File: config.mk
export PLATFORM = sky130hd
export DESIGN_NAME = bcd_date_time_field_adjust
export DESIGN_NICKNAME = d
export VERILOG_FILES = /design/src/sv/bcdfa_pkg.sv /design/src/sv/bcdfa_next.sv /design/src/sv/bcd_date_time_field_adjust.sv
export SDC_FILE = /design/constraint.sdc
export NUM_CORES = 1
export LEC_CHECK = 0
export ABC_CLOCK_PERIOD_IN_PS = 6700
export BUFFER_PORTS_ARGS = -buffer_cell sky130_fd_sc_hd__buf_2
export CORE_ASPECT_RATIO = 0.8
export CORE_MARGIN = 2
export CORE_UTILIZATION = 30
export CTS_CLUSTER_DIAMETER = 100
export DETAILED_ROUTE_END_ITERATION = 16
export GPL_ROUTABILITY_DRIVEN = 0
export PLACE_DENSITY = 0.51
export SETUP_SLACK_MARGIN = 0.3
export SLEW_MARGIN = 25
export SYNTH_ARGS = -nofsm -noshare
export SYNTH_HDL_FRONTEND = slang
export SYNTH_SLANG_ARGS = --single-unit
File: constraint.sdc
create_clock -name clock -period 6.7 [get_ports clock]
set_clock_uncertainty 0.15 [all_clocks]
set_input_delay 1.005 -clock clock [delete_from_list [all_inputs] [get_ports clock]]
set_output_delay 1.005 -clock clock [all_outputs]
set_load 0.05 [all_outputs]
File: src/sv/bcdfa_pkg.sv
// ----------------------------------------------------------------------------
// bcdfa_pkg
// Shared types, codes and helpers for the BCD date/time field adjuster.
// ----------------------------------------------------------------------------
`default_nettype none

package bcdfa_pkg;

   // request codes
   typedef enum logic [1:0] {
      REQ_INC  = 2'd0,
      REQ_DEC  = 2'd1,
      REQ_LOAD = 2'd2,
      REQ_NOP  = 2'd3
   } req_kind_type;

   // field select codes
   localparam logic [2:0] SEL_NONE   = 3'd0;
   localparam logic [2:0] SEL_YEAR   = 3'd1;
   localparam logic [2:0] SEL_MONTH  = 3'd2;
   localparam logic [2:0] SEL_DAY    = 3'd3;
   localparam logic [2:0] SEL_HOUR   = 3'd4;
   localparam logic [2:0] SEL_MINUTE = 3'd5;
   localparam logic [2:0] SEL_SECOND = 3'd6;

   // field limits
   localparam logic [6:0] YEAR_MAX   = 7'd99;
   localparam logic [6:0] MONTH_MAX  = 7'd12;
   localparam logic [6:0] DAY_MAX    = 7'd31;
   localparam logic [6:0] HOUR_MAX   = 7'd23;
   localparam logic [6:0] MINSEC_MAX = 7'd59;

   // stored date and time, binary per field
   typedef struct packed {
      logic [6:0] year;
      logic [3:0] month;
      logic [4:0] day;
      logic [4:0] hour;
      logic [5:0] minute;
      logic [5:0] second;
   } date_time_type;

   // one request as held in the input register
   typedef struct packed {
      logic [1:0] kind;
      logic [2:0] sel;
      logic [7:0] year;
      logic [7:0] month;
      logic [7:0] day;
      logic [7:0] hour;
      logic [7:0] minute;
      logic [7:0] second;
   } request_type;

   // 17-11-27 23:59:59
   localparam date_time_type DATE_TIME_RESET = '{
      year:   7'd17,
      month:  4'd11,
      day:    5'd27,
      hour:   5'd23,
      minute: 6'd59,
      second: 6'd59
   };

   // binary 0..99 to packed bcd, tens by reciprocal multiply (205 / 2048)
   function automatic logic [7:0] bin_to_bcd(input logic [6:0] v);
      logic [14:0] prod;
      logic [3:0]  tens;
      logic [6:0]  ones;
      prod = 15'(v) * 15'd205;
      tens = prod[14:11];
      ones = v - 7'(tens) * 7'd10;
      return {tens, ones[3:0]};
   endfunction

endpackage

`default_nettype wire

File: src/sv/bcdfa_next.sv
// ----------------------------------------------------------------------------
// bcdfa_next
// Next date/time from the stored value and one request: load with range
// fix-up, or a wrapping step of one selected field.
// ----------------------------------------------------------------------------
`default_nettype none

module bcdfa_next
   import bcdfa_pkg::*;
(
   input  wire date_time_type cur,
   input  wire request_type   req,
   output date_time_type      nxt
);

   // wrapping step of a field value between lo and hi
   function automatic logic [6:0] step_value(input logic [6:0] v, input logic [6:0] lo,
                                              input logic [6:0] hi, input logic up);
      logic [6:0] dn;
      dn = v - 7'd1;
      if (up) begin
         return (v >= hi) ? lo : v + 7'd1;
      end
      if (v <= lo) begin
         return hi;
      end
      return (dn > hi) ? hi : dn;
   endfunction

   logic [6:0] day_lim;
   logic       up;
   logic [6:0] year_step, month_step, day_step, hour_step, minute_step, second_step;
   date_time_type loaded;

   // day limit from the stored month and year
   always_comb begin
      if (cur.month == 4'd4 || cur.month == 4'd6 || cur.month == 4'd9 ||
          cur.month == 4'd11) begin
         day_lim = 7'd30;
      end else if (cur.month == 4'd2) begin
         day_lim = (cur.year[1:0] != 2'd0) ? 7'd28 : 7'd29;
      end else begin
         day_lim = DAY_MAX;
      end
   end

   // stepped candidates for every field
   assign up          = (req.kind == REQ_INC);
   assign year_step   = step_value(cur.year, 7'd0, YEAR_MAX, up);
   assign month_step  = step_value(7'(cur.month), 7'd1, MONTH_MAX, up);
   assign day_step    = step_value(7'(cur.day), 7'd1, day_lim, up);
   assign hour_step   = step_value(7'(cur.hour), 7'd0, HOUR_MAX, up);
   assign minute_step = step_value(7'(cur.minute), 7'd0, MINSEC_MAX, up);
   assign second_step = step_value(7'(cur.second), 7'd0, MINSEC_MAX, up);

   // load values with out-of-range replacement
   always_comb begin
      loaded.year   = (req.year   > 8'(YEAR_MAX))   ? 7'd0 : req.year[6:0];
      loaded.month  = (req.month  > 8'(MONTH_MAX))  ? 4'd1 : req.month[3:0];
      loaded.day    = (req.day    > 8'(DAY_MAX))    ? 5'd1 : req.day[4:0];
      loaded.hour   = (req.hour   > 8'(HOUR_MAX))   ? 5'd0 : req.hour[4:0];
      loaded.minute = (req.minute > 8'(MINSEC_MAX)) ? 6'd0 : req.minute[5:0];
      loaded.second = (req.second > 8'(MINSEC_MAX)) ? 6'd0 : req.second[5:0];
   end

   // select the new value
   always_comb begin
      nxt = cur;
      unique case (req.kind)
         REQ_LOAD: nxt = loaded;
         REQ_INC, REQ_DEC: begin
            unique case (req.sel)
               SEL_YEAR:   nxt.year   = year_step;
               SEL_MONTH:  nxt.month  = month_step[3:0];
               SEL_DAY:    nxt.day    = day_step[4:0];
               SEL_HOUR:   nxt.hour   = hour_step[4:0];
               SEL_MINUTE: nxt.minute = minute_step[5:0];
               SEL_SECOND: nxt.second = second_step[5:0];
               default:    nxt = cur;
            endcase
         end
         default: nxt = cur;
      endcase
   end

endmodule

`default_nettype wire

File: src/sv/bcd_date_time_field_adjust.sv
// ----------------------------------------------------------------------------
// bcd_date_time_field_adjust
// BCD date/time register with load and per-field up/down adjust.
// ----------------------------------------------------------------------------
//  channel | dir | transaction
//  req_*   | in  | tuser {field_sel, req_type}, tdata six binary load values
//  rsp_*   | out | tdata six packed bcd fields after the request
//
//  One request per cycle sustained while the result side is ready; a request
//  passes through the input register, then the result register.
//  The stored value advances when a request moves into the result register.
//  A stalled result holds the pipeline; the input register still takes one
//  more request while the result waits.
//  Reset loads 17-11-27 23:59:59 and empties both registers.
// ----------------------------------------------------------------------------
`default_nettype none

module bcd_date_time_field_adjust
   import bcdfa_pkg::*;
(
   input  wire         clock,
   input  wire         reset,
   input  wire         req_tvalid,
   output logic        req_tready,
   input  wire  [47:0] req_tdata,  // load_year, load_month, load_day,
                                   // load_hour, load_minute, load_second
   input  wire  [4:0]  req_tuser,  // req_type, field_sel
   output logic        rsp_tvalid,
   input  wire         rsp_tready,
   output logic [39:0] rsp_tdata   // year_bcd, month_bcd, day_bcd, hour_bcd,
                                   // minute_bcd, second_bcd, one zero pad bit
);

   logic          req_valid_ff, req_valid_in;
   request_type   req_ff, req_in;
   logic          rsp_valid_ff, rsp_valid_in;
   logic [39:0]   rsp_data_ff, rsp_data_in;
   date_time_type state_ff, state_in;
   date_time_type state_next;
   logic          advance;
   logic [7:0]    year_b, month_b, day_b, hour_b, minute_b, second_b;

   // pipeline handshake
   assign advance    = req_valid_ff && (!rsp_valid_ff || rsp_tready);
   assign req_tready = !req_valid_ff || advance;

   // input register
   always_comb begin
      req_valid_in = req_valid_ff;
      req_in       = req_ff;
      if (req_tvalid && req_tready) begin
         req_valid_in = 1'b1;
         req_in.kind   = req_tuser[1:0];
         req_in.sel    = req_tuser[4:2];
         req_in.year   = req_tdata[7:0];
         req_in.month  = req_tdata[15:8];
         req_in.day    = req_tdata[23:16];
         req_in.hour   = req_tdata[31:24];
         req_in.minute = req_tdata[39:32];
         req_in.second = req_tdata[47:40];
      end else if (advance) begin
         req_valid_in = 1'b0;
      end
   end

   bcdfa_next u_next (
      .cur (state_ff),
      .req (req_ff),
      .nxt (state_next)
   );

   // bcd conversion of the new value
   assign year_b   = bin_to_bcd(state_next.year);
   assign month_b  = bin_to_bcd(7'(state_next.month));
   assign day_b    = bin_to_bcd(7'(state_next.day));
   assign hour_b   = bin_to_bcd(7'(state_next.hour));
   assign minute_b = bin_to_bcd(7'(state_next.minute));
   assign second_b = bin_to_bcd(7'(state_next.second));

   // state and result register
   always_comb begin
      state_in     = state_ff;
      rsp_data_in  = rsp_data_ff;
      rsp_valid_in = rsp_valid_ff;
      if (advance) begin
         state_in     = state_next;
         rsp_valid_in = 1'b1;
         rsp_data_in  = {1'b0, second_b[6:0], minute_b[6:0], hour_b[5:0],
                         day_b[5:0], month_b[4:0], year_b};
      end else if (rsp_tready) begin
         rsp_valid_in = 1'b0;
      end
   end

   always_ff @(posedge clock) begin
      if (reset) begin
         req_valid_ff <= 1'b0;
         rsp_valid_ff <= 1'b0;
         state_ff     <= DATE_TIME_RESET;
      end else begin
         req_valid_ff <= req_valid_in;
         rsp_valid_ff <= rsp_valid_in;
         state_ff     <= state_in;
      end
   end

   always_ff @(posedge clock) begin
      req_ff      <= req_in;
      rsp_data_ff <= rsp_data_in;
   end

   assign rsp_tvalid = rsp_valid_ff;
   assign rsp_tdata  = rsp_data_ff;

endmodule

`default_nettype wire

==> flow_metrics.tcl, run 1 <==
set metrics [dict create \
    synth_edf_count 92 \
    end_kind "flip-flop" \
    critPathRequiredTime_ps 6740 \
    ys_top_cells_by_count "ha_1, inv_1, edfxtp_1, nand2_1, a21oi_1" \
    hp-class "flip-flop to flip-flop" \
    synth_area_leaders "edfxtp_1, ha_1, dfxtp_1, fa_1, inv_1" \
    clock_latency_ps 440 \
    overflow 0 \
    ir_drop_mv 0.134 \
    grt_pass1_wl_um 44500 \
    ctsHoldBuffers 0 \
    yosysMostFrequentCell "ha_1" \
    wl_per_cell_um 15.9 \
    clkSinkCount 127 \
    layout-drive-gt1-share 0.226 \
    area_growth_pct 22.6 \
    fp.dieArea_um2 37200 \
    power.total_mw 3.64 \
    ys_async_sr_fraction 0 \
    final.min_clock_period_ps 6240 \
    powerDensity_nw_per_um2 277 \
    grt_max_degree 54 \
    io_pins 99 \
    syn_inst 1132 \
    fmax_mhz 160 \
    hold_viol_final 0 \
    drtPass1Iterations 5 \
    synth.net_count 1387 \
    wirelength_um 27900 \
    rsz0062_at_grt "yes" \
    synth_seq_cells 127 \
    die_width_um 215 \
    met2_wirelength_um 12100 \
    r2r_slack_ps 460 \
    path_clk_slew_ps 60 \
    numCtsBuffers 17 \
    antenna_found_initial 1 \
    drcViolationCount 0 \
    wl_met3_um 1490 \
    worst_setup_path_start_kind "flip-flop" \
    cp_max_fo 3 \
    ant_nets 0 \
    switching_share 0.364 \
    cts_tree "done" \
    core_area_um2 35000 \
    met1_length_um 13700 \
    power_frac_clock 0.282 \
    p_leak_nw 5.91 \
    grt_pass1_vias 8399 \
    highest_layer "met4" \
    setup_violations 0 \
    yosys.area.top_type_share 0.258 \
    avgViaCountPerCell 4.97 \
    ys_types 78 \
    io_buffer_count 97 \
    maxCapViolations 0 \
    crit_arrival_ps 6280 \
    htreeDepth 4 \
    avgSynthCellArea_um2 9.46 \
    intPower_mw 2.31 \
    critPathKind "flip-flop to flip-flop" \
    initialDrtViolationCount 643 \
    dpl.hpwl_um 20600 \
    die_h_um 173 \
    gr-usage-all-layers 0.150 \
    netlist_area_um2 10700 \
    cts.path.max_buffers 2 \
    cpPeakStageDelay_ps 540 \
    synth_top_flop_cell "edfxtp_1" \
    vias 8721 \
    layout.nets 1523 \
    period_share 0.932 \
    p_seq_frac 0.283 \
    comb_power_share 0.434 \
    yosys_warnings 0 \
    num_rows 61 \
    slowest_stage "or4_4" \
    power.switching_mw 1.33 \
    initial_core_util 0.306 \
    antenna_cells 0 \
    worstMarginPinSlew_ps 913 \
    synth_area_leader_cell "edfxtp_1" \
    ys_seq_area_frac 0.324 \
    slew_viol_final 0 \
    setup-tns-final_ps 0 \
    outcome "complete, no violations" \
    slew_headroom 0.391 \
    root_buffer "clkbuf_16" \
]
repair_timing:
action                     CTS  global route
setup buffers                1            27
pin swaps                    1            31
setup endpoints to repair    3            10
gates resized for setup      3            68
flip-flops by register name, summed over array words and instances (netlist names):
register	cells
rsp_tvalid	1
rsp_tdata	39
req_valid_ff	1
state_ff	33
req_ff	53
power groups by stage:
stage	Sequential [mW]	Combinational, mW	Clock (mW)
final	1.03	1.58	1.03
after floorplan	1.20	0.949	0
after detailed placement	1.05	1.45	0
after global placement	1.05	1.44	0
after CTS	1.03	1.47	1.07
after global routing	1.04	1.79	1.09
per-stage QoR:
step	hold WS, ps	std cells	cell area (um2)	util	setup WS, ps
global placement	372	1693	12000	0.343	165
detailed placement	370	1693	12000	0.343	71.8
finish	380	1753	13100	0.375	457
floorplan	337	1132	10700	-	300
global route	406	1753	13100	0.375	214
CTS	382	1726	12600	0.362	238
final timing paths:
| kind | startpoint | depth (start not counted) | endpoint |
|---|---|---|---|
| hold reg to reg | req_valid_ff | 2 | rsp_tvalid |
| setup / recovery | state_ff[29] | 26 | rsp_tdata[3] |
| setup reg to reg | state_ff[29] | 26 | rsp_tdata[3] |
| hold / removal | req_valid_ff | 2 | rsp_tvalid |
area by class of cell:
type                            count  area, um2
Timing Repair Buffer              178       1100
Fill cell                        3562      21800
Multi-Input combinational cell    832       6890
Tap cell                          472        591
Inverter                          112        420
Clock inverter                     14        216
Clock buffer                       18        429
Sequential cell                   127       3470
critical path, delay by kind of cell, from the launching register on:
kind                     cells  cell delay, ps
adder cells (fa/ha/maj)      7            2360
AO/OA/AOI/OAI                9            1520
AND/OR/NAND/NOR              4            1090
XOR/XNOR                     2             340
flip-flops                   1             320
buffers and inverters        4             220
cells by family (layout without fill, tap and decap cells):
logic type | after synthesis | count (layout) | share of synthesized area
mux | 7 | 7 | 0.00666
other cells | 1 | 1 | 0.000350
compound gates | 282 | 282 | 0.178
flops | 127 | 127 | 0.324
buf+inv | 173 | 322 | 0.0611
fa+ha+maj | 198 | 198 | 0.252
xor+xnor | 49 | 49 | 0.0421
simple gates | 295 | 295 | 0.136
layout by cell type, fill, tap and decap left out, drive strengths merged, types with 29 or more instances in the layout:
cell | Yosys | routed
dfxtp | 35 | 35
nand2 | 84 | 84
inv | 111 | 113
ha | 169 | 169
a21oi | 72 | 72
nor2 | 67 | 67
o21ai | 50 | 50
buf | 6 | 178
fa | 29 | 29
xnor2 | 30 | 30
edfxtp | 92 | 92
metal layers:
| layer | vias up | GRT usage |
|---|---|---|
| met3 | 37 | 0.0329 |
| li1 | 4383 | - |
| met2 | 227 | 0.227 |
| met5 | - | 0 |
| met1 | 4074 | 0.211 |
| met4 | 0 | 0.0529 |
(Power assumes the default switching activity.)
==> run 2: changes to the inputs <==
Settings changed: CTS_BUF_LIST set to sky130_fd_sc_hd__clkbuf_8.
==> flow_metrics.tcl, run 2 (same netlist as run 1, synthesis figures left out) <==
set metrics [dict create \
    intPower_mw 2.09 \
    period_share 0.928 \
    slowest_stage "or4_4" \
    critPathRequiredTime_ps 6790 \
    grt_pass1_wl_um 44600 \
    cp_max_fo 3 \
    initialDrtViolationCount 646 \
    wirelength_um 28000 \
    drcViolationCount 0 \
    fmax_mhz 161 \
    slew_headroom 0.393 \
    worst_setup_path_start_kind "flip-flop" \
    gr-usage-all-layers 0.151 \
    maxCapViolations 0 \
    clock_latency_ps 500 \
    p_leak_nw 5.82 \
    num_rows 61 \
    setup_violations 0 \
    fill_cells 3586 \
    grt_max_degree 54 \
    critPathKind "flip-flop to flip-flop" \
    die_width_um 215 \
    top_register "req_ff" \
    final_cell_mix "ha_1, inv_1, buf_2, edfxtp_1, nand2_1" \
    grt_pass1_vias 8416 \
    antenna_cells 0 \
    overflow 0 \
    setup-tns-final_ps 0 \
    vias 8724 \
    slew_viol_final 0 \
    path_clk_slew_ps 80 \
    outcome "complete, no violations" \
    cts.path.max_buffers 2 \
    ctsHoldBuffers 0 \
    layout-drive-gt1-share 0.225 \
    drtPass1Iterations 6 \
    largest_register_ff_count 53 \
    cpPeakStageDelay_ps 540 \
    final.min_clock_period_ps 6220 \
    switching_share 0.384 \
    setup_ws_ps 483 \
    area_growth_pct 20.7 \
    initial_core_util 0.306 \
    wl_per_cell_um 16.0 \
    antenna_found_initial 1 \
    ir_drop_mv 0.0972 \
    clkSinkCount 127 \
    power_frac_clock 0.232 \
    root_buffer "clkbuf_8" \
    comb_power_share 0.465 \
    crit_family "adder cells" \
    dp_worst_setup_slack_ps 71.8 \
    cts_tree "done" \
    critPathBufInv 4 \
    final_common_cell "ha_1" \
    io_buffer_count 97 \
    worstMarginPinSlew_ps 909 \
    die_h_um 173 \
    numCtsBuffers 17 \
    powerDensity_nw_per_um2 263 \
    io_pins 99 \
    p_seq_frac 0.304 \
    htreeDepth 4 \
    avgViaCountPerCell 4.98 \
    rsz0062_at_grt "yes" \
    hold_viol_final 0 \
    end_kind "flip-flop" \
    dpl.hpwl_um 20600 \
    core_area_um2 35000 \
    crit_arrival_ps 6310 \
    fp.dieArea_um2 37200 \
    power.switching_mw 1.30 \
    ant_nets 0 \
    hp-class "flip-flop to flip-flop" \
    layout.nets 1522 \
]
[run 2: changes by cell type in the layout (fill, tap and decap cells not counted)]
cell	previous run	this run
fa_1	27	26
dfxtp_2	6	7
dfxtp_1	29	28
clkbuf_16	17	0
nor2_2	2	1
fa_2	2	3
clkbuf_1	1	0
clkbuf_8	0	17
nor2_1	64	65
inv_1	103	105
buf_6	3	2
inv_2	9	8
[run 2: final timing paths]
check / startpoint / end / slack [ps] / depth (start not counted)
max: state_ff[29] / rsp_tdata[3] / 480 / 26
min: req_valid_ff / rsp_tvalid / 380 / 2
max reg2reg: state_ff[29] / rsp_tdata[3] / 480 / 26
min reg2reg: req_valid_ff / rsp_tvalid / 380 / 2
[run 2: through the flow]
step                instance area [um2]  instances   util  hold WS (ps)  power (mW)
finish                            12900       1752  0.370           382        3.39
floorplan                         10700       1132      -           337        2.15
detailed placement                12000       1693  0.343           370        2.50
CTS                               12500       1726  0.356           385        3.32
global route                      12900       1752  0.370           409        3.67
global placement                  12000       1693  0.343           372        2.49
[run 2: power by group through the flow]
stage / Sequential, mW / Combinational, mW / Clock [mW]
floorplan: 1.20 / 0.949 / 0
global placement: 1.05 / 1.44 / 0
detailed placement: 1.05 / 1.45 / 0
CTS: 1.03 / 1.47 / 0.821
global route: 1.04 / 1.79 / 0.846
finish: 1.03 / 1.58 / 0.786
[run 2: worst reg2reg max path: stages, from the launching register on]
cell and delay (ps):
dfxtp_2 320, or3_4 390, or4_4 540, a21oi_4 190
nand2_2 90, a22oi_2 220, a21oi_2 50, a211oi_2 220
a31oi_2 90, ha_1 340, ha_4 220, fa_1 490
inv_2 50, fa_1 500, inv_1 40, ha_1 270
a21o_1 180, a21oi_1 120, nor2_1 70, inv_2 80
o311ai_2 100, a311oi_2 320, ha_2 220, inv_1 50
fa_2 320, xnor3_1 190, xor2_1 150
[run 2: timing repair]
item / CTS / global route
setup endpoints to repair: 3 / 10
resized for setup: 2 / 68
buffers inserted: 1 / 26
pin swaps: 1 / 30
[run 2: area by class of cell]
type	instances	area, um2	share of cell area
inverters	112	420	0.0325
clock buffers	17	234	0.0181
flip-flops and latches	127	3470	0.269
repair buffers	177	1090	0.0846
well taps	472	591	0.0457
multi-input cells	832	6890	0.533
clock inverters	15	220	0.0170
[run 2: metal layers]
metal,share of wire,routed length (um),global-route usage
met4,0.020,547,0.0529
met1,0.49,13800,0.211
met5,0,0,0
met3,0.050,1410,0.0350
met2,0.44,12200,0.228
==> run 3: changes to the inputs <==
Settings changed: ABC_CLOCK_PERIOD_IN_PS 6700 to 7440, PLACE_DENSITY 0.51 to 0.49.
Clock period 6.7 ns to 7.44 ns, I/O delays scaled along.
==> flow_metrics.tcl, run 3 (same netlist as run 1, synthesis figures left out) <==
set metrics [dict create \
    crit_arrival_ps 6870 \
    top_register "req_ff" \
    rr_worst_depth 26 \
    intPower_mw 1.83 \
    setup_violations 0 \
    layout-drive-gt1-share 0.151 \
    die_width_um 215 \
    cp_max_fo 14 \
    power.total_mw 2.97 \
    ant_nets 0 \
    hp-class "flip-flop to flip-flop" \
    end_kind "flip-flop" \
    r2r_start "state_ff[28]" \
    critPathKind "flip-flop to flip-flop" \
    numCtsBuffers 17 \
    critPathBufInv 4 \
    comb_power_share 0.431 \
    whs_endpoint "rsp_tvalid" \
    slowest_stage "or4_4" \
    stdcell_area_um2 12200 \
    clkSinkCount 127 \
    path_clk_slew_ps 80 \
    fmax_mhz 148 \
    initial_core_util 0.306 \
    antenna_cells 0 \
    gr-usage-all-layers 0.153 \
    slew_viol_final 0 \
    dpl.hpwl_um 20400 \
    p_leak_nw 5.50 \
    hold-path-cell-count 2 \
    critPathRequiredTime_ps 7550 \
    power.switching_mw 1.14 \
    drcViolationCount 0 \
    final.min_clock_period_ps 6760 \
    instances_no_fill 1694 \
    maxCapViolations 0 \
    num_rows 61 \
    final_common_cell "ha_1" \
    cts_tree "done" \
    fp.dieArea_um2 37200 \
    htreeDepth 4 \
    outcome "complete, no violations" \
    r2r_slack_ps 680 \
    grt_max_degree 54 \
    placed_cell_area_um2 11700 \
    io_buffer_count 97 \
    clock_latency_ps 500 \
    setup-tns-final_ps 0 \
    largest_register_ff_count 53 \
    grt_pass1_vias 8307 \
    antenna_found_initial 0 \
    overflow 0 \
    final_cell_mix "ha_1, inv_1, buf_2, edfxtp_1, nand2_1" \
    ir_drop_mv 0.107 \
    cts.path.max_buffers 2 \
    root_buffer "clkbuf_8" \
    power_frac_clock 0.252 \
    area_growth_pct 14.2 \
    r2r-end "rsp_tdata[3]" \
    ctsHoldBuffers 0 \
    dp_cells 1661 \
    worst_setup_path_start_kind "flip-flop" \
    crit_family "adder cells" \
    core_area_um2 35000 \
    cpPeakStageDelay_ps 510 \
    wl_per_cell_um 16.3 \
    avgViaCountPerCell 5.01 \
    grt_pass1_wl_um 45400 \
    period_share 0.909 \
    worstMarginPinSlew_ps 843 \
    initialDrtViolationCount 742 \
    rsz0062_at_grt "yes" \
    switching_share 0.384 \
    layout.nets 1464 \
    hold_viol_final 0 \
    slew_headroom 0.437 \
    die_h_um 173 \
    wirelength_um 27600 \
    holdWs_ps 381 \
    vias 8480 \
    io_pins 99 \
    p_seq_frac 0.317 \
    powerDensity_nw_per_um2 243 \
    min-delay-start "req_valid_ff" \
    drtPass1Iterations 8 \
]
==> run 3: changes by cell type in the layout (fill, tap and decap cells not counted), moves of 6 or more <==
cell | previous run | this run
ha_4 | 6 | 0
buf_4 | 78 | 22
o21ai_0 | 42 | 49
o21ai_1 | 8 | 1
inv_2 | 8 | 1
ha_1 | 159 | 168
inv_1 | 105 | 112
==> run 3: power by group through the flow <==
stage	Combinational [mW]	Sequential (mW)	Clock [mW]
after floorplan	0.852	1.08	0
after global placement	1.27	0.957	0
after detailed placement	1.28	0.955	0
after CTS	1.29	0.941	0.773
after global routing	1.46	0.951	0.803
final	1.28	0.941	0.748
==> run 3: how the worst max path moves through the flow <==
stage | startpoint | endpoint | depth (start not counted)
after floorplan | state_ff[26] | rsp_tdata[3] | 28
after global placement | state_ff[28] | rsp_tdata[3] | 26
final | state_ff[28] | rsp_tdata[3] | 26
after CTS | state_ff[22] | rsp_tdata[16] | 27
after global routing | state_ff[22] | rsp_tdata[16] | 29
after detailed placement | state_ff[28] | rsp_tdata[3] | 27
==> run 3: worst register-to-register path, cell delays in order (launching register included) <==
cell and delay, ps:
dfxtp_2 410, or3_1 430, or4_4 510, a21oi_4 160, nand2_1 110, a22oi_2 170, a21oi_1 60, a211oi_1 260
a31oi_2 120, ha_1 340, ha_1 300, fa_1 510, inv_1 50, fa_1 490, inv_1 40, ha_1 270
a21o_1 180, a21oi_1 130, nor2_1 70, inv_1 110, o311ai_0 170, a311oi_2 340, ha_1 200, inv_1 50
fa_1 350, xnor3_1 380, xor2_1 150
==> run 3: what timing repair did <==
action                     CTS  global route
buffers inserted             0             1
setup endpoints to repair    0             4
resized for setup            0             9
==> run 3: through the flow <==
step	setup WS [ps]	utilization
global placement	692	0.335
global route	238	0.350
floorplan	773	-
finish	678	0.350
detailed placement	561	0.335
CTS	556	0.349
==> run 3: final cells by class <==
| cell class | instances | area, um2 |
|---|---|---|
| clock buffer | 17 | 234 |
| clock inverter | 15 | 243 |
| fill | 3581 | 22700 |
| inverter | 112 | 420 |
| multi-input combinational | 832 | 6620 |
| sequential | 127 | 3470 |
| tap | 472 | 591 |
| timing repair buffer | 119 | 651 |
==> run 3: metal layers <==
layer / up-vias / routed length [um] / track usage
li1: 4268 / - / -
met1: 4001 / 14000 / 0.224
met2: 185 / 12100 / 0.229
met3: 26 / 1080 / 0.0283
met4: 0 / 378 / 0.0428
met5: - / 0 / 0
